`config.mk`:
```
export PLATFORM = sky130hd
export DESIGN_NAME = command_frame_responder
export DESIGN_NICKNAME = d
export VERILOG_FILES = /design/src/sv/cfr_pkg.sv /design/src/sv/cfr_front.sv /design/src/sv/cfr_queue.sv /design/src/sv/cfr_back.sv /design/src/sv/command_frame_responder.sv
export SDC_FILE = /design/constraint.sdc
export NUM_CORES = 1
export LEC_CHECK = 0
export BUFFER_PORTS_ARGS = -buffer_cell sky130_fd_sc_hd__buf_4
export CAP_MARGIN = 20
export CELL_PAD_IN_SITES_DETAIL_PLACEMENT = 1
export CELL_PAD_IN_SITES_GLOBAL_PLACEMENT = 1
export CORE_UTILIZATION = 40
export DETAILED_ROUTE_END_ITERATION = 16
export PLACE_DENSITY_LB_ADDON = 0.1
export SYNTH_ARGS = -nofsm -noshare
export SYNTH_HDL_FRONTEND = slang
export SYNTH_SLANG_ARGS = --single-unit
```
`constraint.sdc`:
```
create_clock -name clk_i -period 4.3 [get_ports clk_i]
set_input_delay 0.645 -clock clk_i [delete_from_list [all_inputs] [get_ports clk_i]]
set_output_delay 0.645 -clock clk_i [all_outputs]
set_load 0.05 [all_outputs]
```
`src/sv/cfr_pkg.sv`:
```
`timescale 1ns / 1ps
`default_nettype none

package cfr_pkg;

  // Frame opening bytes
  localparam logic [7:0] OPEN_STATUS  = 8'hA0;
  localparam logic [7:0] OPEN_SETCMD  = 8'hA1;
  localparam logic [7:0] OPEN_VERSION = 8'hA2;
  localparam logic [7:0] OPEN_DATE    = 8'hA3;
  localparam logic [7:0] OPEN_NAME    = 8'hA4;

  // Reply lead bytes
  localparam logic [7:0] RESP_STATUS  = 8'hC0;
  localparam logic [7:0] RESP_SETCMD  = 8'hC1;
  localparam logic [7:0] RESP_VERSION = 8'hC2;

  // Configuration register indexes
  localparam logic CFG_VERSION_MAJOR = 1'b0;
  localparam logic CFG_VERSION_MINOR = 1'b1;

  localparam logic [7:0] VERSION_RESET = 8'h01;

  // Reply queue
  localparam int unsigned QDEPTH = 2;
  localparam int unsigned QPTR_W = 1;
  localparam int unsigned QCNT_W = 2;

  // Index of the last reply byte, which is the checksum
  localparam logic [1:0] REPLY_LAST_IDX = 2'd3;

  typedef enum logic {
    FR_IDLE,
    FR_BODY
  } front_state_e;

  // One queued reply: three payload bytes plus the command register value
  typedef struct packed {
    logic [7:0] b0;
    logic [7:0] b1;
    logic [7:0] b2;
    logic [7:0] cmd;
  } reply_t;

  typedef struct packed {
    logic full;
    logic empty;
  } queue_status_t;

endpackage

`default_nettype wire

```
`src/sv/cfr_front.sv`:
```
`timescale 1ns / 1ps
`default_nettype none

module cfr_front
  import cfr_pkg::*;
(
  input  wire logic       clk_i,
  input  wire logic       rst_ni,
  input  wire logic       accept_i,
  input  wire logic [7:0] rx_byte_i,
  input  wire logic [5:0] monitor_flags_i,
  input  wire logic       err_pin_i,
  input  wire logic       cfg_we_i,
  input  wire logic       cfg_idx_i,
  input  wire logic [7:0] cfg_data_i,
  output logic            push_o,
  output reply_t          reply_o
);

  front_state_e state_q, state_d;
  logic [1:0] bytes_left_q, bytes_left_d;
  logic [7:0] sum_q, sum_d;
  logic [7:0] opener_q, opener_d;
  logic [7:0] arg_q, arg_d;
  logic [7:0] command_q, command_d;
  logic       link_ok_q, link_ok_d;
  logic       error_seen_q, error_seen_d;
  logic [7:0] vers_hi_q, vers_lo_q;

  logic is_open;
  logic frame_end;
  logic link_new;

  assign is_open = (rx_byte_i >= OPEN_STATUS) && (rx_byte_i <= OPEN_NAME);
  assign frame_end = (state_q == FR_BODY) && (bytes_left_q == 2'd1);
  assign link_new = (~sum_q == rx_byte_i);

  always_comb begin
    state_d = state_q;
    if (accept_i) begin
      unique case (state_q)
        FR_IDLE: if (is_open) state_d = FR_BODY;
        FR_BODY: if (frame_end) state_d = FR_IDLE;
        default: state_d = FR_IDLE;
      endcase
    end
  end

  always_comb begin
    bytes_left_d = bytes_left_q;
    sum_d        = sum_q;
    opener_d     = opener_q;
    arg_d        = arg_q;
    command_d    = command_q;
    link_ok_d    = link_ok_q;
    error_seen_d = error_seen_q;
    push_o       = 1'b0;
    reply_o      = '0;
    if (accept_i) begin
      unique case (state_q)
        FR_IDLE: begin
          if (is_open) begin
            opener_d     = rx_byte_i;
            sum_d        = rx_byte_i;
            bytes_left_d = (rx_byte_i == OPEN_SETCMD) ? 2'd2 : 2'd1;
          end
        end
        FR_BODY: begin
          bytes_left_d = bytes_left_q - 2'd1;
          if (!frame_end) begin
            // only the set-command frame has a body byte
            arg_d = rx_byte_i;
            sum_d = sum_q + rx_byte_i;
          end else begin
            link_ok_d = link_new;
            sum_d     = '0;
            priority case (opener_q)
              OPEN_STATUS: begin
                push_o  = 1'b1;
                reply_o = '{b0: RESP_STATUS, b1: command_q,
                            b2: {error_seen_q, link_new, monitor_flags_i},
                            cmd: command_q};
              end
              OPEN_SETCMD: begin
                command_d    = arg_q;
                error_seen_d = err_pin_i;
                push_o       = 1'b1;
                reply_o = '{b0: RESP_SETCMD, b1: arg_q,
                            b2: {err_pin_i, link_new, monitor_flags_i},
                            cmd: arg_q};
              end
              OPEN_VERSION: begin
                push_o  = 1'b1;
                reply_o = '{b0: RESP_VERSION, b1: vers_hi_q,
                            b2: vers_lo_q, cmd: command_q};
              end
              default: push_o = 1'b0; // date and name: checked, not answered
            endcase
          end
        end
        default: ;
      endcase
    end
  end

  always_ff @(posedge clk_i or negedge rst_ni) begin
    if (!rst_ni) begin
      state_q      <= FR_IDLE;
      bytes_left_q <= '0;
      sum_q        <= '0;
      command_q    <= '0;
      link_ok_q    <= 1'b0;
      error_seen_q <= 1'b0;
      vers_hi_q    <= VERSION_RESET;
      vers_lo_q    <= VERSION_RESET;
    end else begin
      state_q      <= state_d;
      bytes_left_q <= bytes_left_d;
      sum_q        <= sum_d;
      command_q    <= command_d;
      link_ok_q    <= link_ok_d;
      error_seen_q <= error_seen_d;
      if (cfg_we_i) begin
        unique case (cfg_idx_i)
          CFG_VERSION_MAJOR: vers_hi_q <= cfg_data_i;
          CFG_VERSION_MINOR: vers_lo_q <= cfg_data_i;
          default: ;
        endcase
      end
    end
  end

  always_ff @(posedge clk_i) begin
    opener_q <= opener_d;
    arg_q    <= arg_d;
  end

endmodule

`default_nettype wire

```
`src/sv/cfr_queue.sv`:
```
`timescale 1ns / 1ps
`default_nettype none

module cfr_queue
  import cfr_pkg::*;
(
  input  wire logic    clk_i,
  input  wire logic    rst_ni,
  input  wire logic    push_i,
  input  reply_t       push_data_i,
  input  wire logic    pop_i,
  output reply_t       pop_data_o,
  output queue_status_t status_o
);

  reply_t mem_q [QDEPTH];
  logic [QPTR_W-1:0] wr_ptr_q, rd_ptr_q;
  logic [QCNT_W-1:0] count_q;

  assign status_o.full  = (count_q == QCNT_W'(QDEPTH));
  assign status_o.empty = (count_q == '0);
  assign pop_data_o     = mem_q[rd_ptr_q];

  always_ff @(posedge clk_i or negedge rst_ni) begin
    if (!rst_ni) begin
      wr_ptr_q <= '0;
      rd_ptr_q <= '0;
      count_q  <= '0;
    end else begin
      if (push_i) wr_ptr_q <= wr_ptr_q + 1'b1;
      if (pop_i)  rd_ptr_q <= rd_ptr_q + 1'b1;
      unique case ({push_i, pop_i})
        2'b10:   count_q <= count_q + 1'b1;
        2'b01:   count_q <= count_q - 1'b1;
        default: count_q <= count_q;
      endcase
    end
  end

  always_ff @(posedge clk_i) begin
    if (push_i) mem_q[wr_ptr_q] <= push_data_i;
  end

endmodule

`default_nettype wire

```
`src/sv/cfr_back.sv`:
```
`timescale 1ns / 1ps
`default_nettype none

module cfr_back
  import cfr_pkg::*;
(
  input  wire logic       clk_i,
  input  wire logic       rst_ni,
  input  queue_status_t   q_status_i,
  input  reply_t          q_data_i,
  output logic            pop_o,
  output logic            m_valid_o,
  input  wire logic       m_ready_i,
  output logic [7:0]      tx_byte_o,
  output logic            last_byte_o,
  output logic [7:0]      command_bits_o
);

  logic       busy_q, busy_d;
  logic [1:0] idx_q, idx_d;
  reply_t     cur_q;
  logic [7:0] chk_q;
  logic       done;

  assign done  = busy_q && m_ready_i && (idx_q == REPLY_LAST_IDX);
  assign pop_o = (!busy_q || done) && !q_status_i.empty;

  always_comb begin
    busy_d = busy_q;
    idx_d  = idx_q;
    if (pop_o) begin
      busy_d = 1'b1;
      idx_d  = '0;
    end else if (done) begin
      busy_d = 1'b0;
      idx_d  = '0;
    end else if (busy_q && m_ready_i) begin
      idx_d = idx_q + 2'd1;
    end
  end

  always_ff @(posedge clk_i or negedge rst_ni) begin
    if (!rst_ni) begin
      busy_q <= 1'b0;
      idx_q  <= '0;
    end else begin
      busy_q <= busy_d;
      idx_q  <= idx_d;
    end
  end

  always_ff @(posedge clk_i) begin
    if (pop_o) begin
      cur_q <= q_data_i;
      chk_q <= ~(q_data_i.b0 + q_data_i.b1 + q_data_i.b2);
    end
  end

  always_comb begin
    unique case (idx_q)
      2'd0:    tx_byte_o = cur_q.b0;
      2'd1:    tx_byte_o = cur_q.b1;
      2'd2:    tx_byte_o = cur_q.b2;
      default: tx_byte_o = chk_q;
    endcase
  end

  assign m_valid_o      = busy_q;
  assign last_byte_o    = (idx_q == REPLY_LAST_IDX);
  assign command_bits_o = cur_q.cmd;

  a_idle_idx_zero: assert property (@(posedge clk_i) disable iff (!rst_ni)
    !busy_q |-> idx_q == '0)
    else $error("byte index moved while no reply is held");

  a_stall_holds: assert property (@(posedge clk_i) disable iff (!rst_ni)
    busy_q && !m_ready_i |=> busy_q && $stable(idx_q))
    else $error("reply position changed during a stall");

  a_drain_idle: assert property (@(posedge clk_i) disable iff (!rst_ni)
    done && q_status_i.empty |=> !busy_q)
    else $error("back end stayed busy with nothing queued");

  a_no_pop_midreply: assert property (@(posedge clk_i) disable iff (!rst_ni)
    busy_q && !done |-> !pop_o)
    else $error("queue popped in the middle of a reply");

endmodule

`default_nettype wire

```
`src/sv/command_frame_responder.sv`:
```
`timescale 1ns / 1ps
`default_nettype none

// Channel   Dir  Handshake                      Payload
// s_axis    in   s_axis_tvalid/s_axis_tready    tdata: rx_byte, monitor_flags, err_pin
// m_axis    out  m_axis_tvalid/m_axis_tready    tdata: tx_byte, command_bits; tlast
// cfg       in   cfg_we_i (no back-pressure)    cfg_idx_i, cfg_data_i
//
// The front end takes one byte per cycle while the reply queue has room.
// A completed frame queues a reply; the back end sends it as four items,
// one per cycle while m_axis_tready is high; a frame is at least two input bytes.
// The back end's one-byte-per-cycle serializer sets the sustained rate.
// Reset clears parser, status, command and queue state; versions reset to 1.
// Output stalls fill the two-entry queue, then hold s_axis_tready low.
module command_frame_responder
  import cfr_pkg::*;
(
  input  wire logic        clk_i,
  input  wire logic        rst_ni,
  input  wire logic        s_axis_tvalid,
  output logic             s_axis_tready,
  input  wire logic [15:0] s_axis_tdata,  // [7:0] rx_byte, [13:8] monitor_flags, [14] err_pin
  output logic             m_axis_tvalid,
  input  wire logic        m_axis_tready,
  output logic [15:0]      m_axis_tdata,  // [7:0] tx_byte, [15:8] command_bits
  output logic             m_axis_tlast,  // last_byte: checksum item
  input  wire logic        cfg_we_i,
  input  wire logic        cfg_idx_i,
  input  wire logic [7:0]  cfg_data_i
);

  logic          accept;
  logic          push;
  reply_t        push_data;
  logic          pop;
  reply_t        pop_data;
  queue_status_t q_status;
  logic [7:0]    tx_byte;
  logic [7:0]    command_bits;

  // a byte never pushes more than one reply, so room for one is enough
  assign s_axis_tready = !q_status.full;
  assign accept        = s_axis_tvalid && s_axis_tready;

  cfr_front u_front (
    .clk_i           (clk_i),
    .rst_ni          (rst_ni),
    .accept_i        (accept),
    .rx_byte_i       (s_axis_tdata[7:0]),
    .monitor_flags_i (s_axis_tdata[13:8]),
    .err_pin_i       (s_axis_tdata[14]),
    .cfg_we_i        (cfg_we_i),
    .cfg_idx_i       (cfg_idx_i),
    .cfg_data_i      (cfg_data_i),
    .push_o          (push),
    .reply_o         (push_data)
  );

  cfr_queue u_queue (
    .clk_i       (clk_i),
    .rst_ni      (rst_ni),
    .push_i      (push),
    .push_data_i (push_data),
    .pop_i       (pop),
    .pop_data_o  (pop_data),
    .status_o    (q_status)
  );

  cfr_back u_back (
    .clk_i          (clk_i),
    .rst_ni         (rst_ni),
    .q_status_i     (q_status),
    .q_data_i       (pop_data),
    .pop_o          (pop),
    .m_valid_o      (m_axis_tvalid),
    .m_ready_i      (m_axis_tready),
    .tx_byte_o      (tx_byte),
    .last_byte_o    (m_axis_tlast),
    .command_bits_o (command_bits)
  );

  assign m_axis_tdata = {command_bits, tx_byte};

endmodule

`default_nettype wire
```
; Yosys cells after proc, flatten, opt, wreduce, memory -nomap -nowiden
; Memory sizes are Yosys's and may differ from the RTL's.
; Cells that the tools add are included.
[totals]
out_inout_bits = 19
wordCells = 97
reg_bits = 99
mem_bits_rw = 64
n_memories = 1
[mem_list]
columns = name, depth, word_bits, rd, rd_clocked_by_memory_dff, wr, line
row1 = u_queue.mem_q, 2, 32, 1, 0, 1, cfr_queue.sv:16  ; reply_t mem_q [QDEPTH];
[op_classes]
bitwise = 5
n_eq_ne = 13
n_addsub = 9
order_cmp = 2
n_reduce_logical = 22
mux = 26
[op_table]
columns = op, n
row1 = 2-to-1 mux 32 bit, 3
row2 = one-hot mux 32 bit (3 select lines), 1
row3 = equality test 8 bit (second input constant), 4
row4 = adder 8 bit, 3
row5 = one-hot mux 8 bit (3 select lines), 1
row6 = 2-to-1 mux 8 bit, 2
row7 = NOT 8 bit, 2
row8 = one-hot mux 8 bit (2 select lines), 1
row9 = 2-to-1 mux 1 bit, 10
row10 = 2-to-1 mux 2 bit, 5
row11 = equality test 2 bit (second input constant), 4
row12 = equality test 8 bit, 1
row13 = >= comparator 8 bit (second input constant), 1
row14 = <= comparator 8 bit (second input constant), 1
row15 = one-hot mux 2 bit (2 select lines), 2
row16 = equality test 2 x 1 -> 1 bit (second input constant), 3
row17 = logical AND 1 bit, 6
row18 = AND reduction 2 bit, 3
row19 = AND reduction 3 bit, 2
row20 = adder 2 x 1 -> 2 bit (second input constant), 2
row21 = zero test 2 bit, 2
row22 = AND reduction 4 bit, 1
row23 = nonzero test 2 bit, 2
row24 = subtractor 2 x 1 -> 2 bit (second input constant), 2
row25 = other kinds (8), 13

; Depth between registers and ports, before layout
; Gate-level depths: netlist (run 1).
[logic_depth]
ltp_word = 8
depth_mapped = 12
depth_no_buf = 10

; Cells and area by module
; From an unflattened synthesis (run 1), not the netlist that was laid out.
[unflattened]
cells_unflattened = 535
hier_area_um2 = 7673.6
[modules_own_cells]
columns = mod, instances, cells_each, area_each_um2, seq_area_each_um2
row1 = cfr_front, 1, 276, 2925.3, 1383.8
row2 = cfr_queue, 1, 116, 2646.3, 2021.9
row3 = cfr_back, 1, 141, 2092.0, 1276.2
row4 = command_frame_responder, 1, 2, 10.0, 0.0

; Worst setup path after synthesis (run 1)
; No wires, ideal clock.
[synth_path]
path_kind = register to register
start = register u_back.idx_q[0]
end = register u_queue.count_q[1]
setup_ps = 79
period_less_slack_ps = 3693
setup_slack_ps = 607
t_required_ps = 4221
stages_incl_launch_ff = 7
arrival_time_ps = 3613
path_cell_list = dfrtp_1 ha_1 a21boi_0 nor2_1 ha_1 nor2_1 xor2_1
[synth_between]
elab_chain_cells = 6
elab_cells_between_ends = 8
classes_between = 3 x eq/ne / 1 x mux / 4 x reduce/logical
[synth_rtl]
columns = element, line
row1 = start: declaration, cfr_back.sv:20  ; logic [1:0] idx_q, idx_d;
row2 = start signal: assignment, cfr_back.sv:48  ; idx_q <= idx_d;
row3 = equality test 2 bit *, --
row4 = named net m_axis_tlast, command_frame_responder.sv:26  ; output logic m_axis_tlast,
row5 = logical AND 1 bit *, cfr_back.sv:25  ; assign done = busy_q && m_ready_i && (idx_q == REPLY_LAST_IDX);
row6 = logical OR 1 bit *, cfr_back.sv:26  ; assign pop_o = (!busy_q || done) && !q_status_i.empty;
row7 = logical AND 1 bit *, cfr_back.sv:26
row8 = named net pop, command_frame_responder.sv:35  ; logic pop;
row9 = equality test 2 x 1 -> 1 bit / equality test 2 bit (equally long branches), cfr_queue.sv:32  ; unique case ({push_i, pop_i})
row10 = one-hot mux 2 bit (2 select lines) / nonzero test 2 bit (equally long branches), --
row11 = end signal: assignment, cfr_queue.sv:33  ; 2'b10: count_q <= count_q + 1'b1;
row12 = end signal: assignment, cfr_queue.sv:34  ; 2'b01: count_q <= count_q - 1'b1;
row13 = end signal: assignment, cfr_queue.sv:35  ; default: count_q <= count_q;
row14 = end: declaration, cfr_queue.sv:18  ; logic [QCNT_W-1:0] count_q;
; The timed path passes the listed nets; every way through them passes the cells marked *.
; A chain may end at the register's enable or synchronous reset.

==> reports/metrics.yaml, run 1 <==
fin_ws_ns: 1.006
power_density_mw_per_mm2: 544.0
synth-edff-count: 105
clk_latency_ns: 0.42
grt_pass1_wl_um: 22500
hold_viol: 0
cts_buffers: 17
cts_max_path_buffers: 2
post-cts-setup-buffers: 0
endpoint_kind: "register"
portBuffers: 47
rsz0062_at_grt: "false"
cts_sinks: 148
worst-path-buf-inv: 2
gp_congestion: 0.8303
post_cts_resized: 0
seqPwrFrac_pct: 42.9
crit_arrival_ns: 3.46
switchingPower_mw: 1.367
max-vdd-ir-drop_mv: 0.2696
finClkSkew_ns: 0.006154
max_freq_mhz: 303.6
fin_setup_tns_ns: 0
crit_chain: "mux2_2 -> fa_1 -> ha_1 -> inv_1 -> fa_1 -> inv_1 -> a21oi_1 -> o21bai_1 -> a31oi_1 -> xnor2_1"
max_cap_viol_count: 0
setup_viol: 0
hp-class: "in -> async"
ios: 49
fin_crit_ns: 3.294
synth_flop_cell: "edfxtp_1"
dieWidth_um: 132.1
ctsHoldBuffers: 0
grt_use_met1_pct: 22.52
crit_path_max_fanout: 15
area_delta_synth_final_pct: 15.71
yosysSeqAreaShare_pct: 62.51
clkPwrFrac_pct: 31.0
grt-ovfl-total: 0
diodes: 0
synth.largest_area_cell: "edfxtp_1"
synth_top_area_share_pct: 46.58
viasPerCell: 5.106
die_area_mm2: 0.01745
die-height_um: 132.1
cts_max_level: 4
crit_type: "reg -> reg"
worstSetupStartpointType: "register"
max_stage_delay_ns: 0.74
grt.met3_usage_pct: 3.652
cts_tree: "done"
nets: 605
core-area_mm2: 0.01652
drive_above_1_share_pct: 25.54
dp_hpwl_um: 9963
ys_async_sr_fraction_pct: 29.05
grt_use_met2_pct: 28.16
outcome: "complete, no violations"
detailedPlace.worstSlack_ns: 1.008
maxSlewViolCount: 0
track_usage_pct: 17.23
start_util_pct: 40.96
relSlewSlack_pct: 43.46
routedWlPerCell_um: 17.97
clk_pin_slew_ns: 0.06
syn_inst: 500
rows: 47
totalWireLength_um: 14020
antenna_left: 0
grt_pass1_vias: 4112
grt_busiest_layer: "met2"
dr.first_iter.drc_count: 121
yosysWarningCount: 0
fin_crit_sh_pct: 76.60
worst_pin_slew_ns: 0.8464
postSynthAreaPerCell_um2: 13.54
crit_required_ns: 4.47
critPathTopFamily: "adder cells"
drtPass1Iterations: 4
grt_max_degree: 44
p_int_mw: 2.895
drc: 0
cellLeakagePower_nw: 2.808
combPwrFrac_pct: 26.0
slowest_stage: "dfrtp_1"
num_vias: 3983
ys_seq_elements: 148
syn-cell-area_mm2: 0.006769
clockRootBuffer: "clkbuf_16"
synthTopCellsByArea: "edfxtp_1 47%, dfrtp_1 15%, mux2_2 8.8%"
synthDistinctLibCells: 53
switching_share_pct: 32.07
antenna_found_initial: 0
synth.net_count: 558
dp_cells: 747
final_cells: 780
-- cell type report --
class	count	area [µm²]
Clock inverter	7	58.81
Fill cell	1663	8692
Multi-Input combinational cell	301	2311
Sequential cell	148	4232
Timing Repair Buffer	55	410.4
Inverter	24	90.09
Clock buffer	25	455.4
Tap cell	220	275.3
-- synth_stat cells (all sizes together), types with 2 or more instances --
master,n
nand4b,2
a21o,7
a211oi,3
clkbuf,11
and2,2
o21ai,8
inv,24
a222oi,4
nor2b,17
or2,2
xnor2,7
buf,16
nor2,27
nand3,5
o21bai,3
a21oi,47
fa,5
nand2,35
nor3,4
xor2,7
a22oi,6
edfxtp,105
dfrtp,41
ha,23
mux2,53
nand2b,12
dfstp,2
mux2i,5
-- worst paths after layout --
path / start / to / slack [ns] / depth (start not counted)
worst max-delay path: u_queue.rd_ptr_q / u_back.chk_q[7] / 1.01 / 10
worst min-delay path: rst_ni / u_front.bytes_left_q[1] / 0.24 / 1
worst max register to register: u_queue.rd_ptr_q / u_back.chk_q[7] / 1.01 / 10
worst min register to register: u_front.sum_q[0] / u_front.sum_q[0] / 0.49 / 2
max in group asynchronous: rst_ni / u_front.vers_hi_q[1] / 3.65 / 1
min in group clk_i: s_axis_tdata[0] / u_front.arg_q[0] / 0.45 / 1
-- through the flow --
step           total power [mW]  utilization (%)  hold WS, ns  area [µm²]
6_report                  4.261            47.40       0.2366        7833
5_1_grt                   4.461            47.40       0.2752        7833
4_1_cts                   4.307            47.37       0.2470        7828
3_5_place_dp              2.980            44.26       0.4821        7313
3_3_place_gp              2.945            44.21       0.4745        7306
2_1_floorplan             2.652                -       0.3494        6769
-- logic make-up after synthesis --
logic type,count (synthesis),synth area share [%]
xor gates and xnor gates,15,2.144
and+or+nand+nor,111,8.078
buffers and inverters,51,3.493
AOI/OAI and AO/OA,89,8.484
adders and majority gates,28,5.730
DFF,148,62.51
muxes,58,9.556
-- power groups by stage --
| stage | Combinational, mW | Sequential [mW] | Clock, mW |
|---|---|---|---|
| floorplan | 0.854 | 1.80 | 0 |
| global placement | 1.09 | 1.85 | 0 |
| detailed placement | 1.12 | 1.86 | 0 |
| CTS | 1.12 | 1.83 | 1.35 |
| global route | 1.20 | 1.85 | 1.40 |
| finish | 1.11 | 1.83 | 1.32 |
-- layer usage --
metal	vias to the layer above	wire length (µm)
li1	1903	-
met1	2009	6534
met2	53	6872
met3	18	397
met4	0	216
met5	-	0
-- worst reg2reg max path: stages (launching register included) --
cell,delay [ns]
dfrtp_1,0.74
mux2_2,0.44
fa_1,0.54
ha_1,0.17
inv_1,0.06
fa_1,0.40
inv_1,0.09
a21oi_1,0.07
o21bai_1,0.24
a31oi_1,0.15
xnor2_1,0.14
-- state kept, by name (all words and copies together), names as in the netlist, 8 cells and up --
signal / cells
u_queue.mem_q: 54
u_back.command_bits_o: 8
u_front.vers_lo_q: 8
u_back.cur_q: 19
u_front.command_q: 8
u_front.vers_hi_q: 8
u_front.sum_q: 8
u_back.chk_q: 8
u_front.opener_q: 8
u_front.arg_q: 8
-- cell usage in the layout (no fill, tap or decap), types with 11 or more instances in the layout --
cell and instances:
clkbuf_16 17, nor2_1 26, buf_4 54, nand2_1 35, nor2b_1 16, dfrtp_1 41
mux2_2 53, ha_1 23, inv_1 24, edfxtp_1 105, a21oi_1 46, nand2b_1 11
Power figures use the tool's default switching activity.
==> run 2: changes to the inputs <==
Settings changed: ABC_AREA from default to 1.
Clock period 4.3 ns to 2.75 ns, I/O delays scaled along.
==> reports/metrics.yaml, run 2 <==
outcome: "complete, no violations"  # unchanged
drive_above_1_share_pct: 14.86  # was 25.54%
synth-edff-count: 105  # unchanged
core-area_mm2: 0.01736  # was 0.01652 mm²
cts_tree: "done"  # unchanged
crit_arrival_ns: 2.72  # was 3.46 ns
gp_congestion: 0.7804  # was 0.8303
fin_crit_ns: 2.539  # was 3.294 ns
path_common_cell: "nand2_1"
clockRootBuffer: "clkbuf_16"  # unchanged
grt_use_met2_pct: 32.56  # was 28.16%
ctsHoldBuffers: 0  # unchanged
maxSlewViolCount: 0  # unchanged
regMostFlops: "u_queue.mem_q"  # unchanged
max_cap_viol_count: 0  # unchanged
fin_crit_sh_pct: 92.34  # was 76.60%
fin_setup_tns_ns: 0  # unchanged
total_power_mw: 9.049  # was 4.261 mW
grt-ovfl-total: 0  # unchanged
ys_async_sr_fraction_pct: 29.05  # unchanged
grt_use_met1_pct: 25.99  # was 22.52%
grt.met3_usage_pct: 4.040  # was 3.652%
grt_max_degree: 44  # unchanged
drc: 0  # unchanged
num_vias: 5067  # was 3983
clkPwrFrac_pct: 23.6  # was 31.0%
cts_buffers: 17  # unchanged
switchingPower_mw: 3.585  # was 1.367 mW
viasPerCell: 4.939  # was 5.106
antenna_left: 0  # unchanged
syn-cell-area_mm2: 0.007126  # was 0.006769 mm²
cts_max_path_buffers: 2  # unchanged
max_freq_mhz: 393.8  # was 303.6 MHz
cellLeakagePower_nw: 3.740  # was 2.808 nW
hold_viol: 0  # unchanged
synth.net_count: 793  # was 558
totalWireLength_um: 16830  # was 14020 µm
syn_inst: 735  # was 500
rows: 48  # was 47
hold_ws_ns: 0.003278  # was 0.2366 ns
postSynthAreaPerCell_um2: 9.695  # was 13.54 µm²
cts_sinks: 148  # unchanged
die-height_um: 135.5  # was 132.1 µm
post_cts_resized: 0  # unchanged
ys_seq_elements: 148  # unchanged
area_delta_synth_final_pct: 16.08  # was 15.71%
post-cts-setup-buffers: 0  # unchanged
antenna_found_initial: 0  # unchanged
synthTopCellsByArea: "edfxtp_1 44%, dfrtp_1 14%, nand2_1 14%"  # was edfxtp_1 47%, dfrtp_1 15%, mux2_2 8.8%
worstSetupStartpointType: "register"  # unchanged
seqPwrFrac_pct: 34.8  # was 42.9%
yosysSeqAreaShare_pct: 59.39  # was 62.51%
mostFrequentLayoutCells: "258 x nand2_1, 105 x edfxtp_1, 82 x inv_1, 61 x nand3_1, 59 x buf_4"  # was 105 x edfxtp_1, 54 x buf_4, 53 x mux2_2, 46 x a21oi_1, 41 x dfrtp_1
synth_flop_cell: "edfxtp_1"  # unchanged
mostFrequentLayoutCell: "nand2_1"  # was edfxtp_1
max-vdd-ir-drop_mv: 0.7012  # was 0.2696 mV
reg_top3: "u_queue.mem_q (54), u_back.cur_q (19)"  # unchanged
p_int_mw: 5.464  # was 2.895 mW
crit_required_ns: 2.93  # was 4.47 ns
clk_latency_ns: 0.43  # was 0.42 ns
grt_busiest_layer: "met2"  # unchanged
rrSetupSlack_ns: 0.21  # was 1.01 ns
synthDistinctLibCells: 32  # was 53
combPwrFrac_pct: 41.5  # was 26.0%
cts_max_level: 4  # unchanged
start_util_pct: 41.05  # was 40.96%
grt_pass1_wl_um: 27300  # was 22500 µm
hp-class: "in -> async"  # unchanged
max_stage_delay_ns: 0.45  # was 0.74 ns
dr.first_iter.drc_count: 238  # was 121
crit_type: "reg -> reg"  # unchanged
slowest_stage: "dfrtp_2"  # was dfrtp_1
largest_reg_flops: 54  # unchanged
setup_viol: 0  # unchanged
track_usage_pct: 19.92  # was 17.23%
diodes: 0  # unchanged
grt_pass1_vias: 5291  # was 4112
switching_share_pct: 39.62  # was 32.07%
crit_chain: "inv_2 -> buf_6 -> nand2_1 -> nand2_1 -> ha_1 -> ha_1 -> nand3_1 -> nand3_1 -> nand2_1 -> a21boi_0 -> nor2_1 -> nand2_1 -> nand2_1"  # was mux2_2 -> fa_1 -> ha_1 -> inv_1 -> fa_1 -> inv_1 -> a21oi_1 -> o21bai_1 -> a31oi_1 -> xnor2_1
synth.largest_area_cell: "edfxtp_1"  # unchanged
relSlewSlack_pct: 46.19  # was 43.46%
worst_pin_slew_ns: 0.8028  # was 0.8464 ns
endpoint_kind: "register"  # unchanged
clk_pin_slew_ns: 0.06  # about the same
dieWidth_um: 135.5  # was 132.1 µm
synthTopCellsByCount: "258 x nand2_1, 105 x edfxtp_1, 83 x inv_1"  # was 105 x edfxtp_1, 53 x mux2_2, 46 x a21oi_1
finClkSkew_ns: 0.006692  # was 0.006154 ns
power_density_mw_per_mm2: 1094  # was 544.0 mW/mm²
portBuffers: 47  # unchanged
rr_worst_depth: 13  # was 10
r2r-start: "u_queue.rd_ptr_q"  # unchanged
drtPass1Iterations: 5  # was 4
routedWlPerCell_um: 16.40  # was 17.97 µm
r2r_end: "u_back.chk_q[6]"  # was u_back.chk_q[7]
ios: 49  # unchanged
yosysMostFrequentCell: "nand2_1"  # was edfxtp_1
yosysWarningCount: 0  # unchanged
rsz0062_at_grt: "false"  # unchanged
die_area_mm2: 0.01835  # was 0.01745 mm²
crit_path_max_fanout: 14  # was 15
synth_top_area_share_pct: 44.25  # was 46.58%
nets: 846  # was 605
dp_hpwl_um: 12250  # was 9963 µm
-- run 2: changes by cell type after synthesis, moves of 6 or more --
cell / previous run / this run
nand3_1: 4 / 61
a21oi_1: 46 / 23
a21o_1: 6 / 0
o21ai_0: 7 / 25
a22oi_1: 6 / 0
inv_1: 24 / 83
nand2_2: 0 / 7
nand2b_1: 11 / 0
nor2b_1: 17 / 0
inv_2: 0 / 6
nand2_1: 35 / 258
mux2_2: 53 / 0
-- run 2: layout make-up --
class | instances | area, µm²
Clock buffer | 17 | 425.4
Clock inverter | 15 | 115.1
Fill cell | 1970 | 9085
Inverter | 89 | 337.8
Multi-Input combinational cell | 472 | 2425
Sequential cell | 148 | 4233
Tap cell | 225 | 281.5
Timing Repair Buffer | 60 | 454.2
-- run 2: metrics by stage --
stage | cells | area, µm² | util (%) | worst slack, ns
after floorplan | 735 | 7144 | - | -0.1385
after global placement | 994 | 7724 | 44.50 | 0.1367
after detailed placement | 994 | 7724 | 44.50 | 0.1136
after CTS | 1026 | 8264 | 47.61 | 0.07953
after global routing | 1026 | 8272 | 47.66 | 0.008357
final | 1026 | 8272 | 47.66 | 0.2107
-- run 2: how the worst max path moves through the flow --
stage                     start  slack, ns                 end
2_1_floorplan   u_back.idx_q[0]      -0.14  u_queue.count_q[1]
3_3_place_gp   u_queue.rd_ptr_q       0.14     u_back.chk_q[7]
5_1_grt        u_queue.rd_ptr_q      0.008     u_back.chk_q[6]
3_5_place_dp   u_queue.rd_ptr_q       0.11     u_back.chk_q[7]
4_1_cts        u_queue.rd_ptr_q       0.08     u_back.chk_q[7]
6_report       u_queue.rd_ptr_q       0.21     u_back.chk_q[6]
-- run 2: kinds of logic after synthesis --
logic type,share of synthesized area (%)
DFF,59.39
adders and majority gates,5.443
buffers and inverters,6.830
xor gates and xnor gates,1.229
and+or+nand+nor,22.88
AOI/OAI and AO/OA,4.232
-- run 2: power groups by stage --
| stage | sequential [mW] | combinational [mW] | clock, mW |
|---|---|---|---|
| floorplan | 3.14 | 2.77 | 0 |
| global placement | 3.18 | 3.61 | 0 |
| detailed placement | 3.19 | 3.78 | 0 |
| CTS | 3.15 | 3.80 | 2.20 |
| global route | 3.19 | 4.27 | 2.28 |
| finish | 3.15 | 3.76 | 2.14 |
-- run 2: layer usage --
layer  up-vias  routed length (µm)
met1      2460                7816
li1       2498                   -
met3        19                 547
met4         0                 259
met5         -                   0
met2        90                8204
-- run 2: critical path, delay by kind of cell, from the launching register on --
kind	cells	cell delay [ns]
AO/OA/AOI/OAI	1	0.25
flip-flops	1	0.45
buffers and inverters	2	0.30
adder cells (fa/ha/maj)	2	0.63
AND/OR/NAND/NOR	8	0.66
